[src/hw/rtl/nied_pkg.sv]
`default_nettype none
// ----------------------------------------------------------------------------
// nied_pkg
// Shared types, constants and helpers for the NEC IR edge decoder.
// ----------------------------------------------------------------------------
package nied_pkg;

  localparam int TIME_W   = 16;
  localparam int FRAME_W  = 32;
  localparam int BITS_W   = 6;
  localparam int REPEAT_W = 8;

  // Payload bits per frame; must stay within 8..32
  localparam int CODE_BITS = 32;
  localparam logic [BITS_W-1:0] CODE_COUNT = BITS_W'(CODE_BITS);

  localparam logic [REPEAT_W-1:0] REPEAT_MAX = '1;

  // Edge kinds
  localparam logic EDGE_RISING  = 1'b0;
  localparam logic EDGE_FALLING = 1'b1;

  // Status codes on the result channel
  localparam logic [1:0] STATUS_IDLE   = 2'd0;
  localparam logic [1:0] STATUS_LEADER = 2'd1;
  localparam logic [1:0] STATUS_DECODE = 2'd2;
  localparam logic [1:0] STATUS_READY  = 2'd3;

  // Notify codes
  localparam logic [1:0] NOTIFY_NONE   = 2'd0;
  localparam logic [1:0] NOTIFY_FRAME  = 2'd1;
  localparam logic [1:0] NOTIFY_REPEAT = 2'd2;

  // Interval is a 17-bit difference plus one wrap add: 18 bits signed
  typedef logic signed [17:0] interval_t;

  // Windows in 10 us ticks (exclusive bounds)
  localparam interval_t LEADER_LO = 18'sd800;
  localparam interval_t LEADER_HI = 18'sd1000;
  localparam interval_t START_LO  = 18'sd400;
  localparam interval_t START_HI  = 18'sd500;
  localparam interval_t REPEAT_LO = 18'sd200;
  localparam interval_t REPEAT_HI = 18'sd300;
  localparam interval_t ZERO_LO   = 18'sd0;
  localparam interval_t ZERO_HI   = 18'sd106;
  localparam interval_t ONE_LO    = 18'sd118;
  localparam interval_t ONE_HI    = 18'sd218;

  typedef enum logic [3:0] {
    MODE_IDLE   = 4'b0001,
    MODE_LEADER = 4'b0010,
    MODE_DECODE = 4'b0100,
    MODE_READY  = 4'b1000
  } mode_t;

  typedef struct packed {
    mode_t                mode;
    logic [TIME_W-1:0]    falling_time;
    logic [TIME_W-1:0]    prior_rising_time;
    logic [FRAME_W-1:0]   shift_code;
    logic [BITS_W-1:0]    bits_taken;
    logic [REPEAT_W-1:0]  repeat_count;
  } dec_state_t;

  typedef struct packed {
    logic [FRAME_W-1:0]  frame_code;
    logic [1:0]          decoder_status;
    logic [1:0]          notify;
    logic [REPEAT_W-1:0] repeat_total;
  } result_t;

  // Signed interval with one timer-period correction when negative
  function automatic interval_t interval_of(input logic [TIME_W-1:0] later,
                                            input logic [TIME_W-1:0] earlier,
                                            input logic [TIME_W-1:0] wrap);
    interval_t diff;
    diff = $signed({2'b00, later}) - $signed({2'b00, earlier});
    if (diff[17]) begin
      diff = diff + $signed({2'b00, wrap});
    end
    return diff;
  endfunction

endpackage
`default_nettype wire

[src/hw/rtl/nied_if.sv]
`default_nettype none
// ----------------------------------------------------------------------------
// nied_if
// Valid/ready channels: edge events in, decoder results out.
// ----------------------------------------------------------------------------
interface nied_edge_if;
  logic                        valid;
  logic                        ready;
  logic                        edge_kind;
  logic [nied_pkg::TIME_W-1:0] edge_time;

  modport source (output valid, output edge_kind, output edge_time, input ready);
  modport sink   (input valid, input edge_kind, input edge_time, output ready);
endinterface

interface nied_result_if;
  logic                          valid;
  logic                          ready;
  logic [nied_pkg::FRAME_W-1:0]  frame_code;
  logic [1:0]                    decoder_status;
  logic [1:0]                    notify;
  logic [nied_pkg::REPEAT_W-1:0] repeat_total;

  modport source (output valid, output frame_code, output decoder_status,
                  output notify, output repeat_total, input ready);
  modport sink   (input valid, input frame_code, input decoder_status,
                  input notify, input repeat_total, output ready);
endinterface
`default_nettype wire

[src/hw/rtl/nied_step.sv]
`default_nettype none
// ----------------------------------------------------------------------------
// nied_step
// Next-state and result logic for one edge event.
// ----------------------------------------------------------------------------
module nied_step (
  input  wire nied_pkg::dec_state_t          st,
  input  wire logic [nied_pkg::TIME_W-1:0]   wrap,
  input  wire logic                          edge_kind,
  input  wire logic [nied_pkg::TIME_W-1:0]   edge_time,
  output nied_pkg::dec_state_t               st_next,
  output nied_pkg::result_t                  res
);

  logic                            from_rest;
  logic [nied_pkg::TIME_W-1:0]     later;
  logic [nied_pkg::TIME_W-1:0]     earlier;
  nied_pkg::interval_t             d;
  logic [nied_pkg::BITS_W-1:0]     bits_inc;
  logic [nied_pkg::REPEAT_W-1:0]   rep_inc;
  logic [1:0]                      notify;
  logic [1:0]                      status;

  // Leader low is measured from the falling edge; other gaps are high times
  assign from_rest = (st.mode == nied_pkg::MODE_IDLE) ||
                     (st.mode == nied_pkg::MODE_READY);
  assign later     = from_rest ? edge_time : st.falling_time;
  assign earlier   = from_rest ? st.falling_time : st.prior_rising_time;
  assign d         = nied_pkg::interval_of(later, earlier, wrap);
  assign bits_inc  = st.bits_taken + nied_pkg::BITS_W'(1);
  assign rep_inc   = (st.repeat_count == nied_pkg::REPEAT_MAX) ?
                     st.repeat_count : st.repeat_count + nied_pkg::REPEAT_W'(1);

  always_comb begin
    st_next = st;
    notify  = nied_pkg::NOTIFY_NONE;
    if (edge_kind == nied_pkg::EDGE_FALLING) begin
      st_next.falling_time = edge_time;
    end else begin
      case (st.mode)
        nied_pkg::MODE_IDLE, nied_pkg::MODE_READY: begin
          if (d > nied_pkg::LEADER_LO && d < nied_pkg::LEADER_HI) begin
            st_next.mode = nied_pkg::MODE_LEADER;
          end
        end
        nied_pkg::MODE_LEADER: begin
          if (d > nied_pkg::START_LO && d < nied_pkg::START_HI) begin
            st_next.bits_taken   = '0;
            st_next.shift_code   = '0;
            st_next.repeat_count = '0;
            st_next.mode         = nied_pkg::MODE_DECODE;
          end else if (d > nied_pkg::REPEAT_LO && d < nied_pkg::REPEAT_HI) begin
            st_next.mode         = nied_pkg::MODE_READY;
            st_next.repeat_count = rep_inc;
            if (rep_inc > nied_pkg::REPEAT_W'(1)) begin
              notify = nied_pkg::NOTIFY_REPEAT;
            end
          end
        end
        nied_pkg::MODE_DECODE: begin
          st_next.shift_code = {st.shift_code[nied_pkg::FRAME_W-2:0], 1'b0};
          if (d > nied_pkg::ZERO_LO && d < nied_pkg::ZERO_HI) begin
            st_next.bits_taken = bits_inc;
          end else if (d > nied_pkg::ONE_LO && d < nied_pkg::ONE_HI) begin
            st_next.shift_code[0] = 1'b1;
            st_next.bits_taken    = bits_inc;
          end else begin
            // bad bit width: drop back to idle, count stays put
            st_next.mode = nied_pkg::MODE_IDLE;
          end
          if (st_next.mode == nied_pkg::MODE_DECODE &&
              bits_inc == nied_pkg::CODE_COUNT) begin
            st_next.mode = nied_pkg::MODE_READY;
            notify       = nied_pkg::NOTIFY_FRAME;
          end
        end
        default: begin
          st_next.mode = nied_pkg::MODE_IDLE;
        end
      endcase
      st_next.prior_rising_time = edge_time;
    end
  end

  always_comb begin
    case (st_next.mode)
      nied_pkg::MODE_IDLE:   status = nied_pkg::STATUS_IDLE;
      nied_pkg::MODE_LEADER: status = nied_pkg::STATUS_LEADER;
      nied_pkg::MODE_DECODE: status = nied_pkg::STATUS_DECODE;
      nied_pkg::MODE_READY:  status = nied_pkg::STATUS_READY;
      default:               status = nied_pkg::STATUS_IDLE;
    endcase
  end

  assign res.frame_code     = st_next.shift_code;
  assign res.decoder_status = status;
  assign res.notify         = notify;
  assign res.repeat_total   = st_next.repeat_count;

endmodule
`default_nettype wire

[src/hw/rtl/nec_ir_edge_decoder_unit.sv]
`default_nettype none
// ----------------------------------------------------------------------------
// nec_ir_edge_decoder_unit
// NEC IR decoder working on timer-captured edge events.
// ----------------------------------------------------------------------------
// Usage:
//   events  - sink channel; each transaction is one captured edge
//             (edge_kind 1 = falling, 0 = rising) and its timer count.
//   results - source channel; exactly one transaction per event, carrying
//             the code register, decoder status, notify code and repeat count.
//   cfg_write_en / cfg_write_data - write the capture timer period
//             (counter_wrap, reset 65535); write only while the block is idle.
// Flow: an event is captured into the input register when accepted, and
//   its result is loaded into the output register when the input stage
//   advances, which waits while a held result is not taken.
// Throughput: one event per cycle while results are taken; the decoder state
//   update is a single subtract/add and window compare between the input and output registers.
// Reset (rst, synchronous): decoder goes idle, timestamps, code, bit count
//   and repeat count clear, both register stages empty.
// Stall: a held result keeps its register; the input register still takes
//   one event, and events stop only when both stages are full.
// ----------------------------------------------------------------------------
module nec_ir_edge_decoder_unit (
  input  wire logic                         clk,
  input  wire logic                         rst,
  input  wire logic                         cfg_write_en,
  input  wire logic [nied_pkg::TIME_W-1:0]  cfg_write_data,
  nied_edge_if.sink                         events,
  nied_result_if.source                     results
);

  // capture timer period
  logic [nied_pkg::TIME_W-1:0] counter_wrap;

  // input register stage
  logic                        in_valid;
  logic                        in_kind;
  logic [nied_pkg::TIME_W-1:0] in_time;

  // decoder state
  nied_pkg::dec_state_t        state;
  nied_pkg::dec_state_t        state_next;

  // output register stage
  logic                        out_valid;
  nied_pkg::result_t           out_res;
  nied_pkg::result_t           step_res;

  logic                        advance;

  // The input stage moves forward when the output register is empty or
  // its transaction is being taken this cycle.
  assign advance      = in_valid && (!out_valid || results.ready);
  assign events.ready = !in_valid || advance;

  always_ff @(posedge clk) begin
    if (rst) begin
      counter_wrap <= '1;
    end else if (cfg_write_en) begin
      counter_wrap <= cfg_write_data;
    end
  end

  always_ff @(posedge clk) begin
    if (rst) begin
      in_valid <= 1'b0;
    end else if (events.ready) begin
      in_valid <= events.valid;
    end
  end

  always_ff @(posedge clk) begin
    if (events.valid && events.ready) begin
      in_kind <= events.edge_kind;
      in_time <= events.edge_time;
    end
  end

  nied_step u_step (
    .st        (state),
    .wrap      (counter_wrap),
    .edge_kind (in_kind),
    .edge_time (in_time),
    .st_next   (state_next),
    .res       (step_res)
  );

  // State commits only when the result is loaded, so it stays in step
  // with the results channel.
  always_ff @(posedge clk) begin
    if (rst) begin
      state.mode              <= nied_pkg::MODE_IDLE;
      state.falling_time      <= '0;
      state.prior_rising_time <= '0;
      state.shift_code        <= '0;
      state.bits_taken        <= '0;
      state.repeat_count      <= '0;
    end else if (advance) begin
      state <= state_next;
    end
  end

  always_ff @(posedge clk) begin
    if (rst) begin
      out_valid <= 1'b0;
    end else if (advance) begin
      out_valid <= 1'b1;
    end else if (results.ready) begin
      out_valid <= 1'b0;
    end
  end

  always_ff @(posedge clk) begin
    if (advance) begin
      out_res <= step_res;
    end
  end

  assign results.valid          = out_valid;
  assign results.frame_code     = out_res.frame_code;
  assign results.decoder_status = out_res.decoder_status;
  assign results.notify         = out_res.notify;
  assign results.repeat_total   = out_res.repeat_total;

  // A completed frame is always reported with data ready
  a_frame_ready: assert property (@(posedge clk) disable iff (rst)
    (out_valid && out_res.notify == nied_pkg::NOTIFY_FRAME) |->
      (out_res.decoder_status == nied_pkg::STATUS_READY))
    else $error("frame notify without ready status");

  // A repeat notify means at least the second repeat since the frame
  a_repeat_count: assert property (@(posedge clk) disable iff (rst)
    (out_valid && out_res.notify == nied_pkg::NOTIFY_REPEAT) |->
      (out_res.repeat_total > nied_pkg::REPEAT_W'(1) &&
       out_res.decoder_status == nied_pkg::STATUS_READY))
    else $error("repeat notify with too few repeats");

  // Bit count never runs past a full frame
  a_bits_bound: assert property (@(posedge clk) disable iff (rst)
    state.bits_taken <= nied_pkg::CODE_COUNT)
    else $error("bit count beyond frame length");

  // With no pending result, the input side can never be blocked
  a_no_block: assert property (@(posedge clk) disable iff (rst)
    !out_valid |-> events.ready)
    else $error("events stalled with empty output register");

endmodule
`default_nettype wire
[src/flat_wrapper.sv]
// flat-port wrapper written by rule: the top's interface ports become plain ports
module nec_ir_edge_decoder_unit_flat 
  (clk, rst, cfg_write_en, cfg_write_data, events_valid, events_edge_kind, events_edge_time, events_ready, results_valid, results_frame_code, results_decoder_status, results_notify, results_repeat_total, results_ready);
  nied_edge_if events_i ();
  nied_result_if results_i ();
  input  wire logic clk;
  input  wire logic rst;
  input  wire logic cfg_write_en;
  input  wire logic [nied_pkg::TIME_W-1:0] cfg_write_data;
  input wire logic [$bits(events_i.valid)-1:0] events_valid;
  input wire logic [$bits(events_i.edge_kind)-1:0] events_edge_kind;
  input wire logic [$bits(events_i.edge_time)-1:0] events_edge_time;
  output wire logic [$bits(events_i.ready)-1:0] events_ready;
  output wire logic [$bits(results_i.valid)-1:0] results_valid;
  output wire logic [$bits(results_i.frame_code)-1:0] results_frame_code;
  output wire logic [$bits(results_i.decoder_status)-1:0] results_decoder_status;
  output wire logic [$bits(results_i.notify)-1:0] results_notify;
  output wire logic [$bits(results_i.repeat_total)-1:0] results_repeat_total;
  input wire logic [$bits(results_i.ready)-1:0] results_ready;
  assign events_i.valid = events_valid;
  assign events_i.edge_kind = events_edge_kind;
  assign events_i.edge_time = events_edge_time;
  assign events_ready = events_i.ready;
  assign results_valid = results_i.valid;
  assign results_frame_code = results_i.frame_code;
  assign results_decoder_status = results_i.decoder_status;
  assign results_notify = results_i.notify;
  assign results_repeat_total = results_i.repeat_total;
  assign results_i.ready = results_ready;
  nec_ir_edge_decoder_unit u_core (.clk(clk), .rst(rst), .cfg_write_en(cfg_write_en), .cfg_write_data(cfg_write_data), .events(events_i), .results(results_i));
endmodule
[config.mk]
export PLATFORM = sky130hd
export DESIGN_NAME = nec_ir_edge_decoder_unit_flat
export DESIGN_NICKNAME = d
export VERILOG_FILES = /design/src/hw/rtl/nied_pkg.sv /design/src/hw/rtl/nied_if.sv /design/src/hw/rtl/nied_step.sv /design/src/hw/rtl/nec_ir_edge_decoder_unit.sv /design/src/flat_wrapper.sv
export SDC_FILE = /design/constraint.sdc
export NUM_CORES = 1
export LEC_CHECK = 0
export BUFFER_PORTS_ARGS = -buffer_cell sky130_fd_sc_hd__buf_2
export CAP_MARGIN = 20
export CORE_MARGIN = 2
export CORE_UTILIZATION = 50
export CTS_BUF_LIST = sky130_fd_sc_hd__clkbuf_8
export DETAILED_ROUTE_END_ITERATION = 10
export PLACE_DENSITY = 0.67
export SKIP_LAST_GASP = 1
export SYNTH_ARGS = -nofsm -noshare
export SYNTH_HDL_FRONTEND = slang
export SYNTH_HIERARCHICAL = 1
export SYNTH_SLANG_ARGS = --single-unit
[constraint.sdc]
create_clock -name clk -period 11.1 [get_ports clk]
set_clock_uncertainty 0.2 [all_clocks]
set_input_delay 0 -clock clk [delete_from_list [all_inputs] [get_ports clk]]
set_output_delay 0 -clock clk [all_outputs]
set_load 0.03 [all_outputs]
==> results.rst, run 1 <==
.. list-table::
   :header-rows: 1

   * - Metric
     - Value
   * - Mapped cell area
     - approximately 11000 µm²
   * - Total wire length after detailed routing
     - 23.3 mm
   * - Row cnt
     - 54
   * - Area share of the largest cell type after synthesis
     - a little under a fifth
   * - Number of instances resized during post-cts repair
     - 0
   * - Final-report max-slew violation count
     - 0
   * - Placeable Area
     - 21700 µm²
   * - Effective utilization at floorplan
     - 50.7%
   * - Internal power of the cells
     - ~1000 µW
   * - Setup slack, reg-to-reg
     - about 4.0 ns
   * - Main flop type after synthesis
     - dfxtp_1
   * - Cell total after placement
     - around 1400
   * - FMAX
     - ~140 MHz
   * - Fraction of power spent switching nets
     - 36.9%
   * - Overall die area
     - between 20000 and 25000 µm²
   * - Clock latency reported for the late side of the worst-skew pair
     - 0.48 ns
   * - Leakage
     - ~0.0044 µW
   * - Type of element launching the critical path
     - flip-flop
   * - Largest net degree at the start of global routing
     - between 100 and 150
   * - Average routed wire per standard cell
     - approximately 15 µm
   * - Total negative slack for setup checks
     - 0 ns
   * - Sum of overflow across all layers after global routing
     - 0
   * - Starting DRC count in detailed routing
     - 640
   * - Setup repair after global routing missed its margin
     - false
   * - Number of antenna cells inserted
     - 0
   * - Number of antenna violations at the first check in global routing
     - 0
   * - Routability-driven placement congestion ratio
     - between 0.9 and 1
   * - Number of enable-type register cells in the synthesized netlist
     - 61
   * - Post-layout util
     - 56.1%
   * - Post-CTS Setup Repair Bufs
     - 0
   * - Vias in the first global route
     - between 8000 and 9000
   * - Category of the critical setup timing path
     - reg2reg
   * - Antenna-violating nets left
     - 0
   * - Final number of setup-violating endpoints
     - 0
   * - Detail Placement HPWL
     - 15.9 mm
   * - Switching component of the power
     - between 500 and 600 µW
   * - Via total after detailed routing
     - between 8000 and 9000
   * - Syn nets
     - between 1000 and 1500
   * - Fraction of power consumed by the clock network
     - roughly 28%
   * - Post-CTS Hold Fix Bufs
     - 53
   * - Final cell count without fillers
     - 1504
   * - Ys async rst share
     - 0%
   * - Worst relative slew slack
     - between 50% and 60%
   * - Worst Hold End
     - u_core/in_time[4]
   * - Number of buffers created by CTS
     - 17
   * - Area delta synth->final
     - 10.5%
   * - Data required time of the critical path
     - 11.24 ns
   * - WHS Path Cells
     - 2
   * - Slew at the pin closest to its max-slew limit
     - around 0.74 ns
   * - Critical R2R Launch
     - u_core/state[81]
   * - Crit. End Element
     - flip-flop
   * - DR pass1 iterations
     - 5
   * - Flop and latch count out of synthesis
     - approximately 160
   * - Root Buffer Master
     - clkbuf_8
   * - Final Hold Vio Count
     - 0
   * - Global-route wire length before repair
     - between 30 and 40 mm
   * - IO Count
     - 84
   * - Share of the yosys chip area belonging to registers
     - roughly a third
   * - Clock period minus worst slack
     - roughly 7.1 ns
   * - TritonCTS clock tree
     - done
   * - Vertical die dimension
     - between 150 and 200 µm
   * - Count of warnings emitted by yosys
     - 6
   * - Footprint of the multi-input gates
     - approximately 6400 µm²
   * - Highest fanout seen on the critical path
     - 35
   * - Overall fraction of global-route tracks in use
     - 20.1%
   * - Top area cells in the synthesized netlist
     - dfxtp_1, edfxtp_1, nand2b_1, mux2i_1, mux2_2
   * - Count of fill cells added during filler insertion
     - 1943
   * - Total power density per cell area
     - 131 nW/µm²
   * - Reg2reg path depth
     - 25
   * - Count of maximum capacitance violations
     - 0
   * - Share of the clock period used by the worst path after layout
     - a little under two thirds
   * - Peak supply drop
     - around 73 µV
   * - Terminus of the critical flop-to-flop path
     - u_core/state[0]
   * - Launch point of the worst hold path
     - events_edge_time[4]
   * - Worst hold margin
     - approximately 0.034 ns
   * - Yosys top cell by area
     - dfxtp_1
   * - Number of sinks on the clock net
     - ~160
   * - Die outline width
     - 152 µm
   * - Clock H-tree levels
     - 4
   * - Class of the most critical hold timing path
     - in2reg
   * - Number of different library cells in the post-synthesis netlist
     - 88
   * - Synthesized area divided by synthesized cell count
     - between 9 and 10 µm²
   * - Share of layout cells above drive strength 1
     - 16.7%
   * - Clock Path Buffers
     - 2
   * - Crit path DAT
     - between 7 and 8 ns
   * - DRC violations left
     - 0
   * - Fraction of power consumed by sequential logic
     - between 40% and 50%
   * - Result of the run
     - completed
   * - Count of buffers from port buffering
     - 83
   * - Combinational power share
     - ~31%
   * - Drt via density
     - around 5.7
   * - Mapped Cells
     - roughly 1100
   * - Post-layout net count
     - 1288
   * - Clock transition at the registers of the reported paths
     - roughly 0.1 ns
   * - Register area
     - around 3800 µm²
## synthesized netlist by cell type, types with 6 or more instances
cell type,count
a211o_1,18
a211oi_1,12
a21o_1,9
a21oi_1,44
a22o_1,34
a31oi_1,16
and2_1,9
and3_1,10
buf_2,16
buf_4,43
buf_8,8
clkbuf_1,30
dfxtp_1,100
edfxtp_1,61
ha_1,37
inv_1,23
mux2_2,51
mux2i_1,103
nand2_1,42
nand2b_1,169
nand3_1,32
nand4_1,6
nor2_1,52
nor2b_1,23
nor3_1,15
nor4_1,7
o21ai_0,32
or3_1,6
xnor2_1,13
xor2_1,13
## worst max path at each step
stage	endpoint	from	slack, ns	cells past startpoint
floorplan	u_core/state[11]	u_core/state[81]	4.78	28
global placement	u_core/state[0]	u_core/state[81]	4.22	25
detailed placement	u_core/state[0]	u_core/state[81]	4.11	25
CTS	u_core/state[0]	u_core/state[81]	4.09	25
global route	u_core/state[0]	u_core/state[81]	3.43	27
finish	u_core/state[0]	u_core/state[81]	4.04	25
## layout by cell type, fill, tap and decap left out, types with 34 or more instances in the layout
master,count
ha_1,37
dfxtp_1,100
mux2_2,51
edfxtp_1,61
mux2i_1,103
nand2_1,42
nand2b_1,169
dlygate4sd3_1,53
a22o_1,34
buf_2,82
nor2_1,51
a21oi_1,42
## power groups by stage
stage	clock [µW]	sequential [µW]	combinational, µW
after floorplan	0	671	362
after CTS	466	644	491
after global placement	0	657	475
after global routing	488	647	545
final	450	644	499
after detailed placement	0	658	473
## registers in the layout, indices dropped and copies added, names as in the netlist
name and cells:
u_core/results.frame_code 32, u_core/in_valid 1, u_core/results.decoder_status 2, u_core/results.repeat_total 8, u_core/state 82, u_core/results.valid 1, u_core/counter_wrap 16, u_core/results.notify 2
u_core/in_kind 1, u_core/in_time 16
## through the flow
| step | area (µm²) | worst slack [ns] | power [µW] |
|---|---|---|---|
| final | 12200 | 4.04 | 1590 |
| after global routing | 12200 | 3.43 | 1680 |
| after CTS | 12100 | 4.09 | 1600 |
| after detailed placement | 11200 | 4.11 | 1130 |
| after global placement | 11200 | 4.22 | 1130 |
| after floorplan | 11000 | 4.78 | 1030 |
## routing by layer
metal,vias to the layer above,global-route usage [%],part of all wire [%]
li1,4309,-,-
met1,4032,25.8,46
met2,152,35.0,49
met3,25,3.70,3.3
met4,0,4.81,1.3
met5,-,0,0
## cell type report
type | instances | share of cell area (%)
Inverter | 23 | 0.710
Sequential cell | 161 | 31.5
Clock buffer | 17 | 1.92
Tap cell | 280 | 2.88
Timing Repair Buffer | 147 | 8.54
Multi-Input combinational cell | 861 | 52.9
Clock inverter | 15 | 1.55
## critical path, stage by stage (launching register included)
cell and delay, ns:
dfxtp_1 0.49, xor2_1 0.10, nand2_1 0.07, buf_4 0.43, mux2_2 0.40, ha_1 0.42, a21oi_1 0.31, mux2_1 0.35
a311o_1 0.33, nor3_2 0.36, ha_1 0.30, and2_1 0.23, nand2b_1 0.08, a311oi_1 0.38, o41a_1 0.27, a21oi_1 0.06
nor4_1 0.41, a31o_2 0.30, nand2_2 0.12, a311oi_1 0.27, buf_4 0.22, and2_1 0.22, o21ai_0 0.12, mux2_2 0.33
nand2b_1 0.07, mux2i_1 0.06
## cell families (layout without fill, tap and decap cells)
group / count (synthesis) / count (layout) / synth area share (%)
XOR/XNOR: 26 / 26 / 2.07
adder cells (fa/ha/maj): 39 / 39 / 4.57
AO/OA/AOI/OAI: 245 / 245 / 16.5
flip-flops: 161 / 161 / 34.8
multiplexers: 155 / 155 / 14.7
AND/OR/NAND/NOR: 396 / 396 / 20.4
buffers and inverters: 125 / 202 / 6.87
Note: power is estimated with default switching activity, not from simulation.
==> inputs of run 2 (changes only) <==
--- a/config.mk
+++ b/config.mk
@@ -5,13 +5,14 @@
 export SDC_FILE = /design/constraint.sdc
 export NUM_CORES = 1
 export LEC_CHECK = 0
+export ABC_AREA = 1
 export BUFFER_PORTS_ARGS = -buffer_cell sky130_fd_sc_hd__buf_2
 export CAP_MARGIN = 20
 export CORE_MARGIN = 2
 export CORE_UTILIZATION = 50
 export CTS_BUF_LIST = sky130_fd_sc_hd__clkbuf_8
 export DETAILED_ROUTE_END_ITERATION = 10
-export PLACE_DENSITY = 0.67
+export PLACE_DENSITY = 0.7
 export SKIP_LAST_GASP = 1
 export SYNTH_ARGS = -nofsm -noshare
 export SYNTH_HDL_FRONTEND = slang
==> constraint.sdc (replaced) <==
create_clock -name clk -period 6.1 [get_ports clk]
set_clock_uncertainty 0.2 [all_clocks]
set_input_delay 0 -clock clk [delete_from_list [all_inputs] [get_ports clk]]
set_output_delay 0 -clock clk [all_outputs]
set_load 0.03 [all_outputs]
==> results.rst, run 2 <==
.. list-table::
   :header-rows: 1

   * - Metric
     - Value
   * - Number of antenna cells inserted
     - 0 (unchanged)
   * - Share of the clock period used by the worst path after layout
     - 89.5% (+26 points)
   * - DR pass1 iterations
     - 5 (unchanged)
   * - Routability-driven placement congestion ratio
     - 0.941 (-1.6%)
   * - Syn nets
     - 1823 (+49%)
   * - Number of buffers created by CTS
     - 17 (unchanged)
   * - Drt via density
     - 5.08 (-10%)
   * - Clock period minus worst slack
     - 5.46 ns (-1.60 ns)
   * - Final Hold Vio Count
     - 0 (unchanged)
   * - Area share of the largest cell type after synthesis
     - 17.5% (-0.68 points)
   * - Mapped Cells
     - 1746 (+52%)
   * - Dominant cell by count in the synthesized netlist
     - nand2_1
   * - Number of antenna violations at the first check in global routing
     - 0 (unchanged)
   * - Total Power
     - 4170 µW (+160%)
   * - Synthesized area divided by synthesized cell count
     - 6.55 µm² (-32%)
   * - Category of the critical setup timing path
     - reg2reg
   * - Sum of overflow across all layers after global routing
     - 0 (unchanged)
   * - Setup repair after global routing missed its margin
     - true
   * - Effective utilization at floorplan
     - 50.7% (-0.090 points)
   * - Master of the slowest instance on the critical path
     - fa_1
   * - Crit path DAT
     - 5.64 ns (-1.56 ns)
   * - Share of the yosys chip area belonging to registers
     - 33.5% (-1.3 points)
   * - Via total after detailed routing
     - 10700 (+26%)
   * - Result of the run
     - completed
   * - Final-report max-slew violation count
     - 0 (unchanged)
   * - Top cell types by occurrence after synthesis
     - nand2_1, inv_1, nand3_1
   * - Most frequent cells in the layout
     - nand2_1, inv_1, nand3_1, nor2_1, a21oi_1
   * - Post-CTS Setup Repair Bufs
     - 0 (unchanged)
   * - Starting DRC count in detailed routing
     - 807 (+26%)
   * - Root Buffer Master
     - clkbuf_8
   * - Area delta synth->final
     - 11.6%
   * - IO Count
     - 84 (unchanged)
   * - Number of sinks on the clock net
     - 161 (unchanged)
   * - Row cnt
     - 55 (+1.9%)
   * - Type of element launching the critical path
     - flip-flop
   * - Antenna-violating nets left
     - 0 (unchanged)
   * - Data required time of the critical path
     - 6.28 ns (-4.96 ns)
   * - FMAX
     - 183 MHz (+29%)
   * - Mapped cell area
     - 11400 µm² (+3.9%)
   * - Class of the most critical hold timing path
     - in2reg
   * - Main flop type after synthesis
     - dfxtp_1
   * - Number of different library cells in the post-synthesis netlist
     - 45 (-49%)
   * - Total negative slack for setup checks
     - 0 ns (unchanged)
   * - Total power density per cell area
     - 326 nW/µm² (+150%)
   * - Largest net degree at the start of global routing
     - 99 (-9.2%)
   * - Highest fanout seen on the critical path
     - 30 (-14%)
   * - Max FFs per register
     - 82 (unchanged)
   * - Total wire length after detailed routing
     - 27.4 mm (+17%)
   * - Leading cell type in the layout, fill and taps excluded
     - nand2_1
   * - Ys async rst share
     - 0% (unchanged)
   * - Peak supply drop
     - 176 µV (+140%)
   * - Share of layout cells above drive strength 1
     - 10.3% (-6.4 points)
   * - Overall fraction of global-route tracks in use
     - 22.9% (+2.8 points)
   * - Number of enable-type register cells in the synthesized netlist
     - 61 (unchanged)
   * - Global-route wire length before repair
     - 45.5 mm (+16%)
   * - Clock Path Buffers
     - 2 (unchanged)
   * - Count of maximum capacitance violations
     - 0 (unchanged)
   * - Top area cells in the synthesized netlist
     - dfxtp_1, edfxtp_1, nand2_1, inv_1, nand3_1
   * - Count of warnings emitted by yosys
     - 6 (unchanged)
   * - Crit. End Element
     - flip-flop
   * - Yosys top cell by area
     - dfxtp_1
   * - Biggest register
     - u_core/state
   * - Worst hold margin
     - 0.0290 ns (-0.00512 ns)
   * - Die outline width
     - 155 µm (+1.9%)
   * - Leakage
     - 0.00613 µW (+41%)
   * - Worst relative slew slack
     - 33.3% (-17 points)
   * - Vias in the first global route
     - 9625 (+18%)
   * - Clock H-tree levels
     - 4 (unchanged)
   * - Overall die area
     - 24100 µm² (+3.8%)
   * - Final number of setup-violating endpoints
     - 0 (unchanged)
   * - Average routed wire per standard cell
     - 13.0 µm (-16%)
   * - Crit path largest cell delay
     - 0.49 ns (about the same)
   * - DRC violations left
     - 0 (unchanged)
   * - Detail Placement HPWL
     - 18.6 mm (+17%)
   * - Flop and latch count out of synthesis
     - 161 (unchanged)
   * - Critical path's most frequent cell
     - nand2_1
   * - TritonCTS clock tree
     - done
   * - Post-layout net count
     - 1887 (+47%)
   * - Placeable Area
     - 22600 µm² (+4.1%)
   * - Slew at the pin closest to its max-slew limit
     - 0.999 ns (+0.255 ns)
   * - Vertical die dimension
     - 155 µm (+1.9%)
   * - Count of buffers from port buffering
     - 83 (unchanged)
   * - Clock latency reported for the late side of the worst-skew pair
     - 0.49 ns (about the same)
   * - Clock transition at the registers of the reported paths
     - 0.12 ns (+0.02 ns)
[run 2: logic make-up after synthesis]
logic type | count (synthesis) | share of synthesized area, %
AOI/OAI and AO/OA | 243 | 11.4
xor gates and xnor gates | 15 | 1.15
adders and majority gates | 39 | 4.40
buffers and inverters | 416 | 16.5
DFF | 161 | 33.5
and+or+nand+nor | 872 | 33.0
[run 2: power by group]
group,internal [µW],switching [µW],total (µW)
Sequential,1190,52.3,1240
Combinational,689,1370,2060
Clock,332,538,870
Total,2210,1960,4170
[run 2: routing by layer]
layer	share of wire, %	wire (µm)	GRT usage, %
met5	0	0	0
met4	1.5	421	6.64
met3	5.0	1370	3.48
met2	45	12200	36.6
met1	49	13300	32.2
[run 2: worst paths after layout]
| path | depth (start not counted) | slack [ns] | start | to |
|---|---|---|---|---|
| worst max register to register | 33 | 0.64 | u_core/state[81] | u_core/state[35] |
| worst min-delay path | 2 | 0.03 | events_edge_time[3] | u_core/in_time[3] |
| worst min register to register | 2 | 0.29 | u_core/counter_wrap[3] | u_core/counter_wrap[3] |
| worst max-delay path | 33 | 0.64 | u_core/state[81] | u_core/state[35] |
[run 2: repair_timing]
item,4_1_cts,5_1_grt
setup endpoints to repair,0,73
hold buffers,67,0
gates resized for setup,0,10
endpoints found under the hold margin,35,0
[run 2: cell type report]
cell class / count / area, µm²
Inverter: 300 / 1130
Sequential cell: 161 / 3840
Timing Repair Buffer: 161 / 1240
Fill cell: 2225 / 9810
Tap cell: 285 / 357
Clock buffer: 17 / 234
Multi-Input combinational cell: 1169 / 5750
Clock inverter: 15 / 216
[run 2: through the flow]
stage	worst slack (ns)	cell area, µm²	util, %	cells
6_report	0.640	12800	56.5	2108
3_3_place_gp	0.481	11500	51.1	2006
2_1_floorplan	0.850	11400	-	1746
3_5_place_dp	0.371	11500	51.1	2006
5_1_grt	-0.00170	12800	56.5	2108
4_1_cts	0.338	12700	56.1	2105
[run 2: worst max-delay path, delay by kind of cell (launching register included)]
kind            cells  cell delay (ns)
buf+inv             7             0.99
simple gates       21             2.46
flops               1             0.38
compound gates      3             0.51
fa+ha+maj           2             0.80
